File: config.mk
export PLATFORM = sky130hd
export DESIGN_NAME = period_length_in_days
export DESIGN_NICKNAME = d
export VERILOG_FILES = /design/src/design/pld_pkg.sv /design/src/design/period_length_in_days.sv
export SDC_FILE = /design/constraint.sdc
export NUM_CORES = 2
export LEC_CHECK = 0
export ABC_CLOCK_PERIOD_IN_PS = 9060
export BUFFER_PORTS_ARGS = -buffer_cell sky130_fd_sc_hd__buf_2
export CORE_MARGIN = 8
export CORE_UTILIZATION = 60
export CTS_CLUSTER_DIAMETER = 40
export DETAILED_ROUTE_END_ITERATION = 10
export PLACE_DENSITY = 0.77
export SYNTH_ARGS = -nofsm -noshare
export SYNTH_HDL_FRONTEND = slang
export SYNTH_SLANG_ARGS = --single-unit
export TNS_END_PERCENT = 50
File: constraint.sdc
create_clock -name clk -period 9.06 [get_ports clk]
set_input_delay 1.359 -clock clk [delete_from_list [all_inputs] [get_ports clk]]
set_output_delay 1.359 -clock clk [all_outputs]
set_load 0.03 [all_outputs]
File: src/design/pld_pkg.sv
`default_nettype none

package pld_pkg;

  localparam int YEAR_W = 14;
  localparam int MONTH_W = 4;
  localparam int DAY_W = 5;
  localparam int ORD_W = 23;
  localparam int LEN_W = 22;
  localparam logic [LEN_W-1:0] LEN_MAX = '1;

  // floor(x * RECIP_100 / 2^19) == floor(x / 100) for x below 43690
  localparam logic [26:0] RECIP_100 = 27'd5243;

  // Stage 1: per-date terms after the constant multiplies
  typedef struct packed {
    logic [ORD_W-1:0]  y365;
    logic [12:0]       q4;
    logic [7:0]        q100;
    logic [6:0]        q400;
    logic [7:0]        qy;
    logic [YEAR_W-1:0] y;
    logic [8:0]        ms;
    logic              late;
    logic [DAY_W-1:0]  d;
  } dt1_t;

  // Stage 2: year part and month-plus-day part of the ordinal
  typedef struct packed {
    logic [ORD_W-1:0] year_days;
    logic [9:0]       month_days;
  } dt2_t;

  // Days in whole months before month index mi, common year
  function automatic logic [8:0] month_start(input logic [3:0] mi);
    logic [8:0] r;
    begin
      unique case (mi)
        4'd0:    r = 9'd0;
        4'd1:    r = 9'd31;
        4'd2:    r = 9'd59;
        4'd3:    r = 9'd90;
        4'd4:    r = 9'd120;
        4'd5:    r = 9'd151;
        4'd6:    r = 9'd181;
        4'd7:    r = 9'd212;
        4'd8:    r = 9'd243;
        4'd9:    r = 9'd273;
        4'd10:   r = 9'd304;
        4'd11:   r = 9'd334;
        default: r = 9'd365;
      endcase
      return r;
    end
  endfunction

  function automatic dt1_t pld_stage1(input logic [YEAR_W-1:0] y,
                                      input logic [MONTH_W-1:0] m,
                                      input logic [DAY_W-1:0] d);
    dt1_t        r;
    logic [14:0] t3;
    logic [14:0] t399;
    logic [26:0] p100;
    logic [26:0] p400;
    logic [26:0] py;
    logic [3:0]  mi;
    begin
      t3   = 15'(y) + 15'd3;
      t399 = 15'(y) + 15'd399;
      p100 = (27'(y) + 27'd99) * RECIP_100;
      p400 = 27'(t399[14:2]) * RECIP_100;
      py   = 27'(y) * RECIP_100;
      if (m == '0) begin
        mi = 4'd0;
      end else if (m > 4'd12) begin
        mi = 4'd12;
      end else begin
        mi = m - 4'd1;
      end
      r.y365 = ORD_W'(y) * ORD_W'(365);
      r.q4   = t3[14:2];
      r.q100 = p100[26:19];
      r.q400 = p400[25:19];
      r.qy   = py[26:19];
      r.y    = y;
      r.ms   = month_start(mi);
      r.late = (mi >= 4'd2);
      r.d    = d;
      return r;
    end
  endfunction

  function automatic dt2_t pld_stage2(input dt1_t a);
    dt2_t        r;
    logic [14:0] c100;
    logic        div100;
    logic        leap;
    begin
      c100   = 15'(a.qy) * 15'd100;
      div100 = (15'(a.y) == c100);
      leap   = ((a.y[1:0] == 2'd0) && !div100) || (div100 && (a.qy[1:0] == 2'd0));
      r.year_days  = a.y365 + ORD_W'(a.q4) - ORD_W'(a.q100) + ORD_W'(a.q400);
      r.month_days = 10'(a.ms) + 10'(a.d) + 10'(leap && a.late);
      return r;
    end
  endfunction

endpackage

`default_nettype wire

File: src/design/period_length_in_days.sv
// Days from start to end Gregorian date, one pair per word; 0 if end is not after start.
// Each accepted word passes the stage 1, 2 and 3 registers into the result register.
// Throughput: one word per cycle while the result side does not stall; four register
//   stages with per-stage valids, so bubbles close up while the result side stalls.
// Reset (rst, synchronous): clears all stage valids and the result valid.
`default_nettype none

module period_length_in_days import pld_pkg::*; (
  input  wire                clk,
  input  wire                rst,
  input  wire                date_valid,
  output logic               date_stall,
  input  wire [YEAR_W-1:0]   start_year,
  input  wire [MONTH_W-1:0]  start_month,
  input  wire [DAY_W-1:0]    start_day,
  input  wire [YEAR_W-1:0]   end_year,
  input  wire [MONTH_W-1:0]  end_month,
  input  wire [DAY_W-1:0]    end_day,
  output logic               length_valid,
  input  wire                length_stall,
  output logic [LEN_W-1:0]   length_days
);

  logic             v1, v2, v3;
  logic             en1, en2, en3, en_o;
  dt1_t             s1_a, s1_b;
  logic             s1_before;
  dt2_t             s2_a, s2_b;
  logic             s2_before;
  logic [ORD_W-1:0] s3_ord_a, s3_ord_b;
  logic             s3_before;
  logic             in_order;
  logic [ORD_W:0]   diff;
  logic [LEN_W-1:0] length_days_next;

  assign en_o = !length_valid || !length_stall;
  assign en3  = !v3 || en_o;
  assign en2  = !v2 || en3;
  assign en1  = !v1 || en2;
  assign date_stall = !en1;

  // field-wise order: year, then month, then day
  always_comb begin
    priority if (start_year != end_year) begin
      in_order = (start_year < end_year);
    end else if (start_month != end_month) begin
      in_order = (start_month < end_month);
    end else begin
      in_order = (start_day < end_day);
    end
  end

  always_comb begin
    diff = {1'b0, s3_ord_b} - {1'b0, s3_ord_a};
    priority if (!s3_before || diff[ORD_W]) begin
      length_days_next = '0;
    end else if (diff[ORD_W-1:LEN_W] != '0) begin
      length_days_next = LEN_MAX;
    end else begin
      length_days_next = diff[LEN_W-1:0];
    end
  end

  always_ff @(posedge clk) begin
    if (rst) begin
      v1 <= 1'b0;
      v2 <= 1'b0;
      v3 <= 1'b0;
      length_valid <= 1'b0;
    end else begin
      if (en1) v1 <= date_valid;
      if (en2) v2 <= v1;
      if (en3) v3 <= v2;
      if (en_o) length_valid <= v3;
    end
  end

  always_ff @(posedge clk) begin
    if (en1) begin
      s1_a      <= pld_stage1(start_year, start_month, start_day);
      s1_b      <= pld_stage1(end_year, end_month, end_day);
      s1_before <= in_order;
    end
    if (en2) begin
      s2_a      <= pld_stage2(s1_a);
      s2_b      <= pld_stage2(s1_b);
      s2_before <= s1_before;
    end
    if (en3) begin
      s3_ord_a  <= s2_a.year_days + ORD_W'(s2_a.month_days);
      s3_ord_b  <= s2_b.year_days + ORD_W'(s2_b.month_days);
      s3_before <= s2_before;
    end
    if (en_o) begin
      length_days <= length_days_next;
    end
  end

endmodule

`default_nettype wire

**Word-level counts from Yosys, hierarchy flattened**

Memory sizes are Yosys's and may differ from the RTL's. A register that Yosys moved wholly into a read port is not among the register bits.
Cells that the tools add are included.

- Memory bits (read-only): 288
- Word-level logic and storage cells: 111
- Bits in writable memories: 0
- Memories kept: 2
- Output and inout port bits: 24
- Latch bits: 0
- Register bits after elaboration: 299
- Input bits: 50

Memory list:

| name | depth | width | read ports | clocked after Yosys merged registers in | write ports | RTL line | RTL |
|---|---|---|---|---|---|---|---|
| (name not given) | 16 | 9 | 1 | 1 | 0 | pld_pkg.sv:38 | `unique case (mi)` |
| (name not given) | 16 | 9 | 1 | 1 | 0 | pld_pkg.sv:38 |  |

- Mux-type cells: 9
- Magnitude comparators: 7
- Div/mod/pow operators: 0
- Bitwise gates (word level): 0
- Add/sub/neg operators: 21
- Multiply operators: 10
- Reductions and logical operators: 28
- Equality and inequality tests: 4
- Shifts and indexed selects: 0

Operators with widths:

| cell | number |
|---|---|
| multiplier 14 x 13 -> 27 bit, second input constant | 2 |
| multiplier 15 x 13 -> 27 bit, second input constant | 2 |
| multiplier 13 x 13 -> 26 bit, second input constant | 2 |
| adder 23 x 10 -> 23 bit | 2 |
| adder 23 x 13 -> 23 bit | 2 |
| adder 23 x 7 -> 23 bit | 2 |
| multiplier 14 x 9 -> 23 bit, second input constant | 2 |
| subtractor 23 x 8 -> 23 bit | 2 |
| adder 14 x 2 -> 15 bit, second input constant | 2 |
| adder 14 x 7 -> 15 bit, second input constant | 2 |
| adder 14 x 9 -> 15 bit, second input constant | 2 |
| equality test 14 x 15 -> 1 bit | 2 |
| multiplier 8 x 5 -> 13 bit, second input constant | 2 |
| two-way mux 4 bit | 6 |
| subtractor 23 x 23 -> 24 bit | 1 |
| two-way mux 22 bit | 1 |
| adder 10 x 1 -> 10 bit | 2 |
| adder 9 x 5 -> 10 bit | 2 |
| < comparator 14 bit | 1 |
| inequality test 14 bit | 1 |
| zero test 1 bit | 9 |
| >= comparator 4 x 2 -> 1 bit, second input constant | 2 |
| > comparator 4 bit, second input constant | 2 |
| zero test 2 bit | 4 |
| 8 further kinds | 22 |

**Logic depth before layout (Yosys ltp)**

- Depth after elaboration: 7
- Mapped depth: 30
- Gate-level depth less buffers: 30

**Worst setup path before layout**

OpenSTA, ideal clock, no wires.

- Path kind: input to output
- Start point: in length_stall
- End point: out date_stall
- Stages on the path: 3
- Arrival time: 7237 ps
- Path slack: 464 ps
- Path buffers: 0
- Required time: 7701 ps
- Cells stage by stage: and3_1 -> nand3_1 -> inv_1

- Word-level cells in the longest chain between the ends: 6

RTL lines:

| item | RTL line | RTL |
|---|---|---|
| start, declared | period_length_in_days.sv:20 | `input wire length_stall,` |
| zero test 1 bit | period_length_in_days.sv:36 | `assign en_o = !length_valid \|\| !length_stall;` |
| logical OR 1 bit | period_length_in_days.sv:36 |  |
| logical OR 1 bit | period_length_in_days.sv:37 | `assign en3 = !v3 \|\| en_o;` |
| logical OR 1 bit | period_length_in_days.sv:38 | `assign en2 = !v2 \|\| en3;` |
| logical OR 1 bit | period_length_in_days.sv:39 | `assign en1 = !v1 \|\| en2;` |
| zero test 1 bit | period_length_in_days.sv:40 | `assign date_stall = !en1;` |
| end, declared | period_length_in_days.sv:12 | `output logic date_stall,` |

No other way between the ends.

**Final worst setup path**

- Start point: in end_year[1]
- End point: reg s1_b[51] in the netlist's numbering, data pin

- Word-level cells in the longest chain between the ends: 2

RTL lines:

| item | RTL line | RTL |
|---|---|---|
| start, declared | period_length_in_days.sv:16 | `input wire [YEAR_W-1:0] end_year,` |
| adder 14 x 7 -> 15 bit | pld_pkg.sv:70 | `p100 = (27'(y) + 27'd99) * RECIP_100;` |
| multiplier 15 x 13 -> 27 bit | pld_pkg.sv:70 |  |
| end signal, assigned | period_length_in_days.sv:81 | `s1_b <= pld_stage1(end_year, end_month, end_day);` |
| end, declared | period_length_in_days.sv:26 | `dt1_t s1_a, s1_b;` |

No other way between the ends.
A chain may end at the register's enable or synchronous reset.

==> results.ini <==
[run_status]
outcome=complete, no violations

[global_route]
grt_pass1_wl_um=155000
grtUsageTotal=0.234
antenna_found_initial=6
grt_max_degree=69
overflow=0
grt_pass1_vias=30400

[min_path]
min_to=length_valid$_SDFFE_PP0P_
min_from=v3$_SDFFE_PP0P_
min_delay_path_depth=2
hold_path_class=register to register

[routing]
wl_met1_um=41000
vias=28600
routed-wl-met2_um=43500
dr.first_iter.drc_count=1487
top_layer=met5
drcViolationCount=0
finalWirelength_um=92900
ant_nets=0
dr.pass1.iters=8
via_per_inst=5.39
wl_met3_um=5400
wl_per_cell_um=17.5

[sta]
tightest_slew_ps=1230
fin_skew_ps=71.7
tns_ps=0
hold_violations=0
max_freq_mhz=123
finalSetupViolCount=0
fin_crit_sh=0.900
finalMaxSlewViolations=0
relSlewSlack=0.178
fin_crit_ps=8150
rsz0062_at_grt=no

[clocking]
cts.sink_count=313
cts_root_buf=clkbuf_16
cts_max_path_buffers=3
h-tree-depth=2
cts_tree=yes
cts_resized=0
cts-hold-fix-buffers=0
clk_pin_slew_ps=50
worstSkewPairLatency_ps=630
cts_setup_buffers=0
numCtsBuffers=55

[die]
die_area_um2=81100
die_w_um=285
die_h_um=285
rows=98
ios=74
start_util=0.606
core_um2=71500

[placed_design]
place_congestion=0.927
dp_hpwl_um=77900
portBuffers=73

[setup_path]
rr_worst_depth=17
worst_ep_required_time_ps=9370
path_delay_family=adder cells
crit_type=input pin to register
end_kind=register
slowest_stage=a2111oi_2
path_max_fanout=9
cp_slowest_stage_delay_ps=690
cpMostUsedCell=inv_1
r2r-end=s2_b[8]$_DFFE_PP_
startpoint_type=input pin
worstReg2RegStart=s1_b[30]$_DFFE_PN_
cp.arrival_ps=8460
path_buf_inv=7
reg2reg_setup_slack_ps=3580

[finish]
finish.utilization=0.658
drive_gt1_frac=0.0521
fillers=5439
syn_to_final_growth_pct=8.49
finalNetCount=5760

[run]
maxCapViolCount=0

[logic_synthesis]
ys_seq_area_frac=0.216
syn_inst=4156
netlist_area_um2=43300
synth_seq_cells=313
synthFlopType=edfxtp_1
syn_nets=5608
avgSynthCellArea_um2=10.4
synthArstFlopShare=0
synth_cell_types=77
synth.yosys.warnings=0
synth_edf_count=309

cell type report:
class | count | area, µm² | area share
diodes | 3 | 7.51 | 0.000160
clock buffers | 57 | 1380 | 0.0294
clock inverters | 47 | 541 | 0.0115
inverters | 1074 | 4030 | 0.0857
multi-input cells | 2761 | 29900 | 0.636
flip-flops and latches | 313 | 9360 | 0.199
well taps | 950 | 1190 | 0.0253
repair buffers | 103 | 591 | 0.0126
cell usage in the layout (no fill, tap or decap), types with 6 or more instances in the layout:
cell type / Yosys / layout
inv_6: 0 / 13
and2_1: 17 / 17
o31a_1: 8 / 8
nand2b_1: 23 / 23
nand3_1: 61 / 60
clkinv_1: 0 / 8
nor2b_1: 41 / 41
nor3_1: 43 / 43
o21bai_1: 19 / 19
a21o_1: 67 / 67
a31oi_1: 7 / 7
o21ai_1: 9 / 9
clkbuf_16: 0 / 55
inv_1: 1074 / 1073
buf_2: 1 / 73
a21boi_0: 11 / 11
xor2_1: 69 / 69
ha_1: 911 / 911
and3_1: 19 / 19
a21oi_1: 175 / 175
o211ai_1: 9 / 9
or3_1: 13 / 13
nand2_1: 92 / 91
buf_4: 0 / 30
a211oi_1: 27 / 27
o21ai_0: 95 / 95
clkinv_2: 0 / 6
fa_1: 491 / 491
or2_2: 6 / 6
nor2_1: 158 / 158
o21a_1: 34 / 34
nand4_1: 23 / 23
edfxtp_1: 309 / 309
xnor2_1: 232 / 232
state kept, by name, indices dropped and copies added (netlist names):
| name | count |
|---|---|
| s1_a | 86 |
| s1_b | 86 |
| s2_a | 33 |
| s2_b | 33 |
| s3_ord_a | 23 |
| s3_ord_b | 23 |
| length_days | 22 |
| length_valid | 1 |
| s1_before | 1 |
| s2_before | 1 |
| s3_before | 1 |
| v1 | 1 |
| v2 | 1 |
| v3 | 1 |
worst reg2reg max path, stage by stage (launching register included):
cell,delay (ps)
edfxtp_1,500
ha_1,340
ha_1,300
ha_1,320
fa_1,580
xnor2_1,130
nand3_1,90
or3_1,370
nor4_1,370
nand3_1,150
o311a_1,440
fa_1,440
fa_1,410
a21o_1,170
a21oi_1,220
nor2b_1,100
o2111ai_1,210
xnor2_1,90
per-stage QoR:
stage               hold WS [ps]  instance area, µm²  worst slack, ps  std cells
floorplan                    400               43300              464       4156
global placement             409               45100              605       5201
detailed placement           405               45100              432       5201
CTS                          478               47000              986       5305
global route                 486               47000              521       5308
finish                       473               47000              909       5308
layer usage:
| layer | vias up | GRT usage |
|---|---|---|
| met5 | - | 0 |
| met4 | 2 | 0.0709 |
| met3 | 157 | 0.0376 |
| met2 | 690 | 0.390 |
| met1 | 13800 | 0.315 |
| li1 | 13900 | - |
worst max path at each step:
stage	from	endpoint	cells past startpoint
6_report	end_year[1]	s1_b[51]$_DFFE_PN_	30
3_3_place_gp	end_year[1]	s1_b[51]$_DFFE_PN_	27
5_1_grt	end_year[1]	s1_b[51]$_DFFE_PN_	27
2_1_floorplan	length_stall	date_stall	3
4_1_cts	end_year[1]	s1_b[51]$_DFFE_PN_	27
3_5_place_dp	end_year[1]	s1_b[51]$_DFFE_PN_	27
synth_stat cells (61+ instances only):
library cell	number	area, µm²
xor2_1	69	604
edfxtp_1	309	9280
a21oi_1	175	876
inv_1	1074	4030
nor2_1	158	593
fa_1	491	9830
o21ai_0	95	475
nand2_1	92	345
a21o_1	67	503
nand3_1	61	305
xnor2_1	232	2030
ha_1	911	11400
kinds of logic (layout without fill, tap and decap cells):
logic type               Yosys count  count (layout)  share of synthesized area
adder cells (fa/ha/maj)         1402            1402                      0.490
other                              0               3                          0
XOR/XNOR                         303             303                     0.0616
multiplexers                       5               5                    0.00115
AND/OR/NAND/NOR                  518             518                     0.0581
AO/OA/AOI/OAI                    533             533                     0.0793
flip-flops                       313             313                      0.216
buffers and inverters           1082            1281                     0.0941
Power is not shown: default switching activity piles up to over one toggle a cycle in this logic, so the estimate is an artifact.
